File: src/rtl/bfmh_pkg.sv
// Package for the modular-hash Bloom filter: beat types, widths, modes, FSM states.
// No dependencies.
package bfmh_pkg;

    localparam int MAX_TABLE_BITS = 1024;
    localparam int MAX_HASHES     = 4;
    localparam int IDX_W          = $clog2(MAX_TABLE_BITS);
    localparam int HASH_W         = $clog2(MAX_HASHES);
    localparam int CFG_IDX_W      = 3;

    localparam logic [1:0] MODE_INSERT = 2'd0;
    localparam logic [1:0] MODE_QUERY  = 2'd1;
    localparam logic [1:0] MODE_CLEAR  = 2'd2;
    localparam logic [1:0] MODE_UNUSED = 2'd3;

    localparam logic [CFG_IDX_W-1:0] REG_NUM_HASHES = 3'd0;
    localparam logic [CFG_IDX_W-1:0] REG_TABLE_SIZE = 3'd1;
    localparam logic [CFG_IDX_W-1:0] REG_MULT       = 3'd2;
    localparam logic [CFG_IDX_W-1:0] REG_ADD        = 3'd3;
    localparam logic [CFG_IDX_W-1:0] REG_MOD        = 3'd4;

    typedef struct packed {
        logic [1:0]  mode;
        logic [15:0] key;
    } in_beat_t;

    typedef struct packed {
        logic       present;
        logic [2:0] bits_found_set;
    } out_beat_t;

    typedef enum logic [3:0] {
        ST_IDLE,
        ST_CLEAR,
        ST_MUL,
        ST_DIV1,
        ST_DIV2,
        ST_READ,
        ST_CHECK,
        ST_WRITE,
        ST_OUT
    } state_t;

endpackage

File: src/rtl/bfmh_divider.sv
// Restoring divider, one quotient bit per cycle; returns the remainder only.
// No dependencies.
module bfmh_divider (
    input  logic        aclk,
    input  logic        aresetn,
    input  logic        start,
    input  logic [31:0] dividend,
    input  logic [15:0] divisor,
    output logic        done,
    output logic [15:0] remainder
);

    logic [31:0] num_reg, num_next;
    logic [16:0] rem_reg, rem_next;
    logic [15:0] div_reg, div_next;
    logic [5:0]  cnt_reg, cnt_next;
    logic        busy_reg, busy_next;
    logic        done_reg, done_next;
    logic [16:0] shifted;
    logic [17:0] diff;

    always_comb begin
        shifted  = {rem_reg[15:0], num_reg[31]};
        diff     = {1'b0, shifted} - {2'b00, div_reg};
        num_next = num_reg;
        rem_next = rem_reg;
        div_next = div_reg;
        cnt_next = cnt_reg;
        busy_next = busy_reg;
        done_next = 1'b0;
        if (start) begin
            num_next  = dividend;
            rem_next  = '0;
            div_next  = divisor;
            cnt_next  = 6'd32;
            busy_next = 1'b1;
        end else if (busy_reg) begin
            num_next = {num_reg[30:0], 1'b0};
            rem_next = diff[17] ? shifted : diff[16:0];
            cnt_next = cnt_reg - 6'd1;
            if (cnt_reg == 6'd1) begin
                busy_next = 1'b0;
                done_next = 1'b1;
            end
        end
    end

    always_ff @(posedge aclk) begin
        num_reg <= num_next;
        rem_reg <= rem_next;
        div_reg <= div_next;
        cnt_reg <= cnt_next;
        if (!aresetn) begin
            busy_reg <= 1'b0;
            done_reg <= 1'b0;
        end else begin
            busy_reg <= busy_next;
            done_reg <= done_next;
        end
    end

    assign done      = done_reg;
    assign remainder = rem_reg[15:0];

endmodule

File: src/rtl/bloom_filter_modular_hash.sv
// channel | ports                     | beat
// s       | s_valid s_ready s_data    | bfmh_pkg::in_beat_t  (mode, key)
// m       | m_valid m_ready m_data    | bfmh_pkg::out_beat_t (present, bits_found_set)
// cfg     | cfg_valid cfg_ready idx/d | register index, 64-bit data
// Insert/query: per hash a multiply state, then two remainders from the shared divider
// (product mod c, then mod table size), then one read and one check state.
// An insert then writes its bits, one a cycle, after all hashes are checked.
// Clear and reset: a sweep over all 1024 table bits, one bit a cycle; no beat taken then.
// Mode 3 answers present 0 with no bits found. The m register holds the result through stalls;
// the next beat is accepted once it has been taken.
// Depends on bfmh_pkg and bfmh_divider.
module bloom_filter_modular_hash (
    input  logic                          aclk,
    input  logic                          aresetn,
    input  logic                          s_valid,
    output logic                          s_ready,
    input  bfmh_pkg::in_beat_t            s_data,
    output logic                          m_valid,
    input  logic                          m_ready,
    output bfmh_pkg::out_beat_t           m_data,
    input  logic                          cfg_valid,
    output logic                          cfg_ready,
    input  logic [bfmh_pkg::CFG_IDX_W-1:0] cfg_index,
    input  logic [63:0]                   cfg_data
);

    localparam int IW = bfmh_pkg::IDX_W;
    localparam int HW = bfmh_pkg::HASH_W;

    logic [2:0]  num_hashes_reg;
    logic [10:0] table_size_reg;
    logic [63:0] mult_reg, add_reg, mod_reg;

    bfmh_pkg::state_t state_reg, state_next;
    bfmh_pkg::in_beat_t item_reg, item_next;
    logic [IW-1:0] sweep_reg, sweep_next;
    logic [HW:0]   hash_reg, hash_next;
    logic [HW:0]   hcount;
    logic          last_hash;
    logic [10:0]   size_eff;
    logic [31:0]   prod_reg, prod_next;
    logic [IW-1:0] idx_reg, idx_next;
    logic [IW-1:0] idx_list_reg [bfmh_pkg::MAX_HASHES];
    logic [IW-1:0] idx_list_next [bfmh_pkg::MAX_HASHES];
    logic [2:0]    found_reg, found_next;
    logic          all_reg, all_next;
    logic          mvalid_reg, mvalid_next;
    bfmh_pkg::out_beat_t mdata_reg, mdata_next;

    logic [15:0] a_l, b_l, c_l;
    logic        div_start, div_done;
    logic [31:0] div_dividend;
    logic [15:0] div_divisor, div_rem;

    logic          mem [bfmh_pkg::MAX_TABLE_BITS];
    logic          mem_we, mem_wd, mem_rd_reg;
    logic [IW-1:0] mem_wa;

    assign cfg_ready = 1'b1;

    always_ff @(posedge aclk) begin
        if (!aresetn) begin
            num_hashes_reg <= 3'd1;
            table_size_reg <= 11'd1024;
            mult_reg       <= 64'd1;
            add_reg        <= 64'd0;
            mod_reg        <= 64'h0001_0001_0001_0001;
        end else if (cfg_valid) begin
            unique case (cfg_index)
                bfmh_pkg::REG_NUM_HASHES: num_hashes_reg <= cfg_data[2:0];
                bfmh_pkg::REG_TABLE_SIZE: table_size_reg <= cfg_data[10:0];
                bfmh_pkg::REG_MULT:       mult_reg <= cfg_data;
                bfmh_pkg::REG_ADD:        add_reg <= cfg_data;
                bfmh_pkg::REG_MOD:        mod_reg <= cfg_data;
                default: ;
            endcase
        end
    end

    assign hcount   = (num_hashes_reg > 3'(bfmh_pkg::MAX_HASHES))
                    ? (HW+1)'(bfmh_pkg::MAX_HASHES) : (HW+1)'(num_hashes_reg);
    assign size_eff = (table_size_reg == 11'd0) ? 11'd1
                    : (table_size_reg > 11'(bfmh_pkg::MAX_TABLE_BITS))
                    ? 11'(bfmh_pkg::MAX_TABLE_BITS) : table_size_reg;
    assign last_hash = (hash_reg + 1'b1 == hcount);

    assign a_l = mult_reg[16*hash_reg[HW-1:0] +: 16];
    assign b_l = add_reg[16*hash_reg[HW-1:0] +: 16];
    assign c_l = (mod_reg[16*hash_reg[HW-1:0] +: 16] == 16'd0)
               ? 16'd1 : mod_reg[16*hash_reg[HW-1:0] +: 16];

    bfmh_divider u_div (
        .aclk      (aclk),
        .aresetn   (aresetn),
        .start     (div_start),
        .dividend  (div_dividend),
        .divisor   (div_divisor),
        .done      (div_done),
        .remainder (div_rem)
    );

    always_ff @(posedge aclk) begin
        if (mem_we) mem[mem_wa] <= mem_wd;
        mem_rd_reg <= mem[idx_reg];
    end

    always_comb begin
        state_next = state_reg;
        unique case (state_reg)
            bfmh_pkg::ST_IDLE:
                if (s_valid && !mvalid_reg) begin
                    if (s_data.mode == bfmh_pkg::MODE_CLEAR)
                        state_next = bfmh_pkg::ST_CLEAR;
                    else if ((s_data.mode == bfmh_pkg::MODE_INSERT
                              || s_data.mode == bfmh_pkg::MODE_QUERY) && hcount != '0)
                        state_next = bfmh_pkg::ST_MUL;
                    else
                        state_next = bfmh_pkg::ST_OUT;
                end
            bfmh_pkg::ST_CLEAR:
                if (sweep_reg == IW'(bfmh_pkg::MAX_TABLE_BITS - 1))
                    state_next = (item_reg.mode == bfmh_pkg::MODE_CLEAR && mvalid_reg == 1'b0
                                  && hash_reg == '0) ? bfmh_pkg::ST_OUT : bfmh_pkg::ST_IDLE;
            bfmh_pkg::ST_MUL:   state_next = bfmh_pkg::ST_DIV1;
            bfmh_pkg::ST_DIV1:  if (div_done) state_next = bfmh_pkg::ST_DIV2;
            bfmh_pkg::ST_DIV2:  if (div_done) state_next = bfmh_pkg::ST_READ;
            bfmh_pkg::ST_READ:  state_next = bfmh_pkg::ST_CHECK;
            bfmh_pkg::ST_CHECK:
                if (!last_hash)
                    state_next = bfmh_pkg::ST_MUL;
                else if (item_reg.mode == bfmh_pkg::MODE_INSERT)
                    state_next = bfmh_pkg::ST_WRITE;
                else
                    state_next = bfmh_pkg::ST_OUT;
            bfmh_pkg::ST_WRITE: if (last_hash) state_next = bfmh_pkg::ST_OUT;
            bfmh_pkg::ST_OUT:   state_next = bfmh_pkg::ST_IDLE;
            default:            state_next = bfmh_pkg::ST_IDLE;
        endcase
    end

    always_comb begin
        item_next     = item_reg;
        sweep_next    = sweep_reg;
        hash_next     = hash_reg;
        prod_next     = prod_reg;
        idx_next      = idx_reg;
        idx_list_next = idx_list_reg;
        found_next    = found_reg;
        all_next      = all_reg;
        mvalid_next   = mvalid_reg;
        mdata_next    = mdata_reg;
        div_start     = 1'b0;
        div_dividend  = prod_reg;
        div_divisor   = c_l;
        mem_we        = 1'b0;
        mem_wa        = sweep_reg;
        mem_wd        = 1'b0;
        if (mvalid_reg && m_ready) mvalid_next = 1'b0;
        unique case (state_reg)
            bfmh_pkg::ST_IDLE:
                if (s_valid && !mvalid_reg) begin
                    item_next  = s_data;
                    hash_next  = '0;
                    found_next = '0;
                    all_next   = 1'b1;
                    sweep_next = '0;
                end
            bfmh_pkg::ST_CLEAR: begin
                mem_we     = 1'b1;
                sweep_next = sweep_reg + 1'b1;
            end
            bfmh_pkg::ST_MUL: begin
                prod_next = {16'd0, a_l} * {16'd0, item_reg.key} + {16'd0, b_l};
                div_start = 1'b1;
                div_dividend = prod_next;
            end
            bfmh_pkg::ST_DIV1:
                if (div_done) begin
                    div_start    = 1'b1;
                    div_dividend = {16'd0, div_rem};
                    div_divisor  = {5'd0, size_eff};
                end
            bfmh_pkg::ST_DIV2:
                if (div_done) idx_next = div_rem[IW-1:0];
            bfmh_pkg::ST_READ: ;
            bfmh_pkg::ST_CHECK: begin
                // bits are set only after every hash has seen the old contents
                if (mem_rd_reg) found_next = found_reg + 3'd1;
                else            all_next = 1'b0;
                idx_list_next[hash_reg[HW-1:0]] = idx_reg;
                hash_next = last_hash ? '0 : hash_reg + 1'b1;
            end
            bfmh_pkg::ST_WRITE: begin
                mem_we    = 1'b1;
                mem_wa    = idx_list_reg[hash_reg[HW-1:0]];
                mem_wd    = 1'b1;
                hash_next = hash_reg + 1'b1;
            end
            bfmh_pkg::ST_OUT: begin
                mvalid_next = 1'b1;
                if (item_reg.mode == bfmh_pkg::MODE_INSERT
                    || item_reg.mode == bfmh_pkg::MODE_QUERY) begin
                    mdata_next.present        = all_reg;
                    mdata_next.bits_found_set = found_reg;
                end else begin
                    mdata_next.present        = 1'b0;
                    mdata_next.bits_found_set = 3'd0;
                end
            end
            default: ;
        endcase
    end

    always_ff @(posedge aclk) begin
        item_reg     <= item_next;
        prod_reg     <= prod_next;
        idx_reg      <= idx_next;
        idx_list_reg <= idx_list_next;
        found_reg    <= found_next;
        all_reg      <= all_next;
        mdata_reg    <= mdata_next;
        if (!aresetn) begin
            // reset starts a clear sweep with no result due
            state_reg  <= bfmh_pkg::ST_CLEAR;
            sweep_reg  <= '0;
            hash_reg   <= '1;
            mvalid_reg <= 1'b0;
        end else begin
            state_reg  <= state_next;
            sweep_reg  <= sweep_next;
            hash_reg   <= hash_next;
            mvalid_reg <= mvalid_next;
        end
    end

    assign s_ready = (state_reg == bfmh_pkg::ST_IDLE) && !mvalid_reg;
    assign m_valid = mvalid_reg;
    assign m_data  = mdata_reg;

endmodule

File: config.mk
export PLATFORM = sky130hd
export DESIGN_NAME = bloom_filter_modular_hash
export DESIGN_NICKNAME = d
export VERILOG_FILES = /design/src/rtl/bfmh_pkg.sv /design/src/rtl/bfmh_divider.sv /design/src/rtl/bloom_filter_modular_hash.sv
export SDC_FILE = /design/constraint.sdc
export NUM_CORES = 2
export LEC_CHECK = 0
export ABC_CLOCK_PERIOD_IN_PS = 8900
export BUFFER_PORTS_ARGS = -buffer_cell sky130_fd_sc_hd__buf_4
export CAP_MARGIN = 40
export CORE_ASPECT_RATIO = 1.25
export CORE_MARGIN = 2
export CORE_UTILIZATION = 40
export CTS_CLUSTER_SIZE = 10
export DETAILED_ROUTE_END_ITERATION = 12
export PLACE_DENSITY = 0.52
export SLEW_MARGIN = 0
export SYNTH_ARGS = -nofsm -noshare
export SYNTH_HDL_FRONTEND = slang
export SYNTH_SLANG_ARGS = --single-unit
File: constraint.sdc
create_clock -name aclk -period 8.9 [get_ports aclk]
set_input_delay 1.78 -clock aclk [delete_from_list [all_inputs] [get_ports aclk]]
set_output_delay 1.78 -clock aclk [all_outputs]
set_load 0.005 [all_outputs]
==> flow_metrics.py <==
metrics = {
    "route": {
        "drc_errors": 0,
        "vias": 45058,
        "drt-pass1-iter-count": 5,
        "total_detailed_routing_wirelength_um": 207000,
        "routed_via_density": 5.56,
        "routed_wire_length_per_instance_um": 25.5,
        "ant_nets": 0,
        "first_iter_violations": 4048,
    },
    "worst_setup_path": {
        "crit_path_start_kind": "flip-flop",
        "register_to_register_setup_slack_ns": 1.66,
        "setup.worst_path.start": "hash_reg[1]",
        "cp.arrival_ns": 7.81,
        "worstSetupEndpointType": "flip-flop",
        "critical_path_peak_fanout": 25,
        "endpoint": "u_div.num_reg[31]",
        "timing.critical_path.required_ns": 9.46,
        "critical_path.reg2reg.endpoint": "u_div.num_reg[31]",
        "r2r-start": "hash_reg[1]",
        "rr_worst_depth": 20,
        "timing_worst_setup_path_type": "reg -> reg",
    },
    "layout": {
        "flow.area_growth_from_synthesis_pct": 11.6,
        "layout.cells.non_filler": 8109,
        "nets": 6147,
        "layout-drive-gt1-share_pct": 13.6,
        "max_flop_register": "mem",
        "multi_input_comb_area_mm2": 0.0275,
        "register_area_mm2": 0.0395,
        "layout.cells.most_common": "sky130_fd_sc_hd__edfxtp_1",
        "commonest_cells_after_routing_fill_and_taps_aside": "sky130_fd_sc_hd__edfxtp_1 (1148), sky130_fd_sc_hd__nor2_1 (1116), sky130_fd_sc_hd__nand2_1 (694)",
        "fin_area_mm2": 0.0779,
        "number_of_flip_flops_under_the_largest_register_name": 1024,
        "nFillCells": 15914,
    },
    "global_routing": {
        "grt_max_degree": 237,
        "first_global_vias": 45927,
        "grt_use_total_pct": 23.4,
        "groute.layer.met3.usage_pct": 3.09,
        "grt-busiest-layer": "met2",
        "antenna_found_initial": 7,
        "grt_use_met2_pct": 40.0,
        "grt.met1_usage_pct": 30.3,
        "grt_residual_overflow": 0,
        "grt_pass1_wl_um": 307000,
    },
    "die": {
        "vertical_extent_of_the_die_um": 471,
        "core_ar_mm2": 0.174,
        "pin_count": 97,
        "std_cell_rows": 171,
        "floorplan.initialDensity_pct": 40.2,
        "floorplan.die_area_mm2": 0.178,
        "die_w_um": 378,
    },
    "clocking": {
        "cts_hold_repair.buffers": 0,
        "cts_max_level": 4,
        "worstSkewPairLatency_ns": 0.83,
        "cts_resized": 0,
        "clkSinkCount": 1397,
        "cts-root-buf": "sky130_fd_sc_hd__clkbuf_16",
        "clock_tree.buffer_depth": 3,
        "cts_tree": "yes",
        "clkSlewWorstSetupHoldPaths_ns": 0.06,
        "numCtsBuffers": 160,
        "cts_post_setup_buffers_inserted": 0,
    },
    "place": {
        "place_congestion": 0.862,
        "io_buffer_count": 95,
        "post_dp_cell_area_mm2": 0.0734,
        "placed_cells": 7888,
        "dp_hpwl_um": 130000,
    },
    "timing": {
        "fin_tns_setup_ns": 0,
        "final_min_period_over_clock_period_pct": 81.4,
        "layout_min_cycle_time_ns": 7.24,
        "rsz_0062_raised_after_global_routing": "no",
        "max_freq_ghz": 0.138,
        "finalSetupViolCount": 0,
        "timing.max_slew.rel_slack_pct": 19.1,
        "fin_worst_skew_ns": 0.0511,
        "timing.hold.ws_ns": 0.458,
        "timing.final.hold_violations": 0,
        "report.final.slew_viol_count": 0,
        "worstMarginPinSlew_ns": 1.21,
    },
    "synth": {
        "synth_seq_cells": 1397,
        "asyncSetResetFlopFracSynth_pct": 0,
        "synth.top_cells.by_area": "sky130_fd_sc_hd__edfxtp_1 (49%), sky130_fd_sc_hd__mux4_2 (9.1%), sky130_fd_sc_hd__dfxtp_1 (7.1%)",
        "avgSynthCellArea_um2": 12.2,
        "postSynth.topFlopCell": "sky130_fd_sc_hd__edfxtp_1",
        "area_fraction_of_the_dominant_cell_type_after_synthesis_pct": 49.4,
        "syn_inst": 5745,
        "synth.lib_cells_used.distinct": 80,
        "synth_sequential_area_ratio_pct": 56.5,
        "post_synth_instance_area_mm2": 0.0698,
        "yosys_warnings": 0,
        "post_synth_top_area_cell": "sky130_fd_sc_hd__edfxtp_1",
        "synth_fp_nets": 6176,
        "edff_count_synth": 1148,
    },
    "pwr": {
        "cellLeakagePower_uw": 0.0242,
        "cellPowerDensity_mw_per_mm2": 178,
        "ir_drop_mv": 0.153,
    },
    "outcome": {
        "result_of_the_run": "completed",
    },
    "min_path": {
        "min_path_type": "reg -> reg",
        "holdCritStartpoint": "mod_reg[39]",
    },
    "run": {
        "max_cap_viol_count": 0,
    },
}
how the worst min path moves through the flow:
stage / end / slack (ns) / depth (start not counted)
3_3_place_gp: add_reg[5] / 0.45 / 2
4_1_cts: mod_reg[39] / 0.46 / 2
2_1_floorplan: mod_reg[32] / 0.44 / 2
6_report: mod_reg[39] / 0.46 / 2
5_1_grt: mult_reg[24] / 0.48 / 2
3_5_place_dp: mult_reg[24] / 0.45 / 2
layout make-up:
cell class              instances  area share [%]
well taps                    2335            3.75
inverters                     317            1.54
clock inverters                17           0.416
diodes                          4          0.0128
clock buffers                 199            5.43
multi-input cells            3607            35.2
flip-flops and latches       1397            50.6
repair buffers                233            2.98
power by group:
| group | internal (µW) | total, µW | leakage, µW | switching [µW] |
|---|---|---|---|---|
| clock network | 3330 | 6000 | 0.00220 | 2670 |
| logic | 252 | 757 | 0.0115 | 505 |
| registers | 7030 | 7100 | 0.0105 | 64.2 |
routing by layer:
layer	vias to the layer above	routed length [µm]
met3	321	11200
met2	1275	104000
met5	-	7
li1	19978	-
met4	2	7770
met1	23482	84200
synth_stat cells (30+ instances only):
cell type                     n
sky130_fd_sc_hd__a211oi_1    31
sky130_fd_sc_hd__a21boi_0   200
sky130_fd_sc_hd__a21oi_1    100
sky130_fd_sc_hd__a22o_1      30
sky130_fd_sc_hd__a22oi_1     55
sky130_fd_sc_hd__and2_1     131
sky130_fd_sc_hd__buf_1       64
sky130_fd_sc_hd__buf_2       56
sky130_fd_sc_hd__clkbuf_1   278
sky130_fd_sc_hd__dfxtp_1    249
sky130_fd_sc_hd__edfxtp_1  1148
sky130_fd_sc_hd__fa_1       211
sky130_fd_sc_hd__ha_1       130
sky130_fd_sc_hd__inv_1      313
sky130_fd_sc_hd__mux2i_1     80
sky130_fd_sc_hd__mux4_2     283
sky130_fd_sc_hd__nand2_1    722
sky130_fd_sc_hd__nand3_1     50
sky130_fd_sc_hd__nor2_1    1122
sky130_fd_sc_hd__nor2b_1     37
sky130_fd_sc_hd__nor3_1      51
sky130_fd_sc_hd__o21ai_0     64
sky130_fd_sc_hd__o22ai_1     33
sky130_fd_sc_hd__xnor2_1     31
kinds of logic after synthesis:
kind of cell               share of synthesized area (%)
and+or+nand+nor                                     13.2
xor gates and xnor gates                           0.552
adders and majority gates                           8.38
muxes                                               10.8
buffers and inverters                               4.35
DFF                                                 56.5
AOI/OAI and AO/OA                                   6.17
other                                            0.00537
worst max-delay path: stages (launching register included):
cell and delay, ns:
sky130_fd_sc_hd__dfxtp_4 0.59, sky130_fd_sc_hd__buf_4 0.49, sky130_fd_sc_hd__mux4_2 0.57, sky130_fd_sc_hd__and2_1 0.25, sky130_fd_sc_hd__fa_1 0.53, sky130_fd_sc_hd__fa_1 0.43
sky130_fd_sc_hd__fa_1 0.51, sky130_fd_sc_hd__fa_1 0.42, sky130_fd_sc_hd__fa_1 0.49, sky130_fd_sc_hd__inv_1 0.05, sky130_fd_sc_hd__fa_1 0.48, sky130_fd_sc_hd__inv_1 0.04
sky130_fd_sc_hd__ha_1 0.44, sky130_fd_sc_hd__nand4_1 0.12, sky130_fd_sc_hd__a21oi_1 0.18, sky130_fd_sc_hd__a2111oi_0 0.09, sky130_fd_sc_hd__a21oi_1 0.56, sky130_fd_sc_hd__a21oi_1 0.20
sky130_fd_sc_hd__o21ai_0 0.25, sky130_fd_sc_hd__a21oi_1 0.09, sky130_fd_sc_hd__nand3b_1 0.17
per-stage QoR:
step	utilization, %	power, µW	setup slack (ns)
2_1_floorplan	-	7670	1.44
3_3_place_gp	41.8	7980	1.65
3_5_place_dp	42.3	7990	1.60
4_1_cts	44.9	14000	1.63
5_1_grt	44.9	14300	1.16
6_report	44.9	13900	1.66
Power figures use the tool's default switching activity.
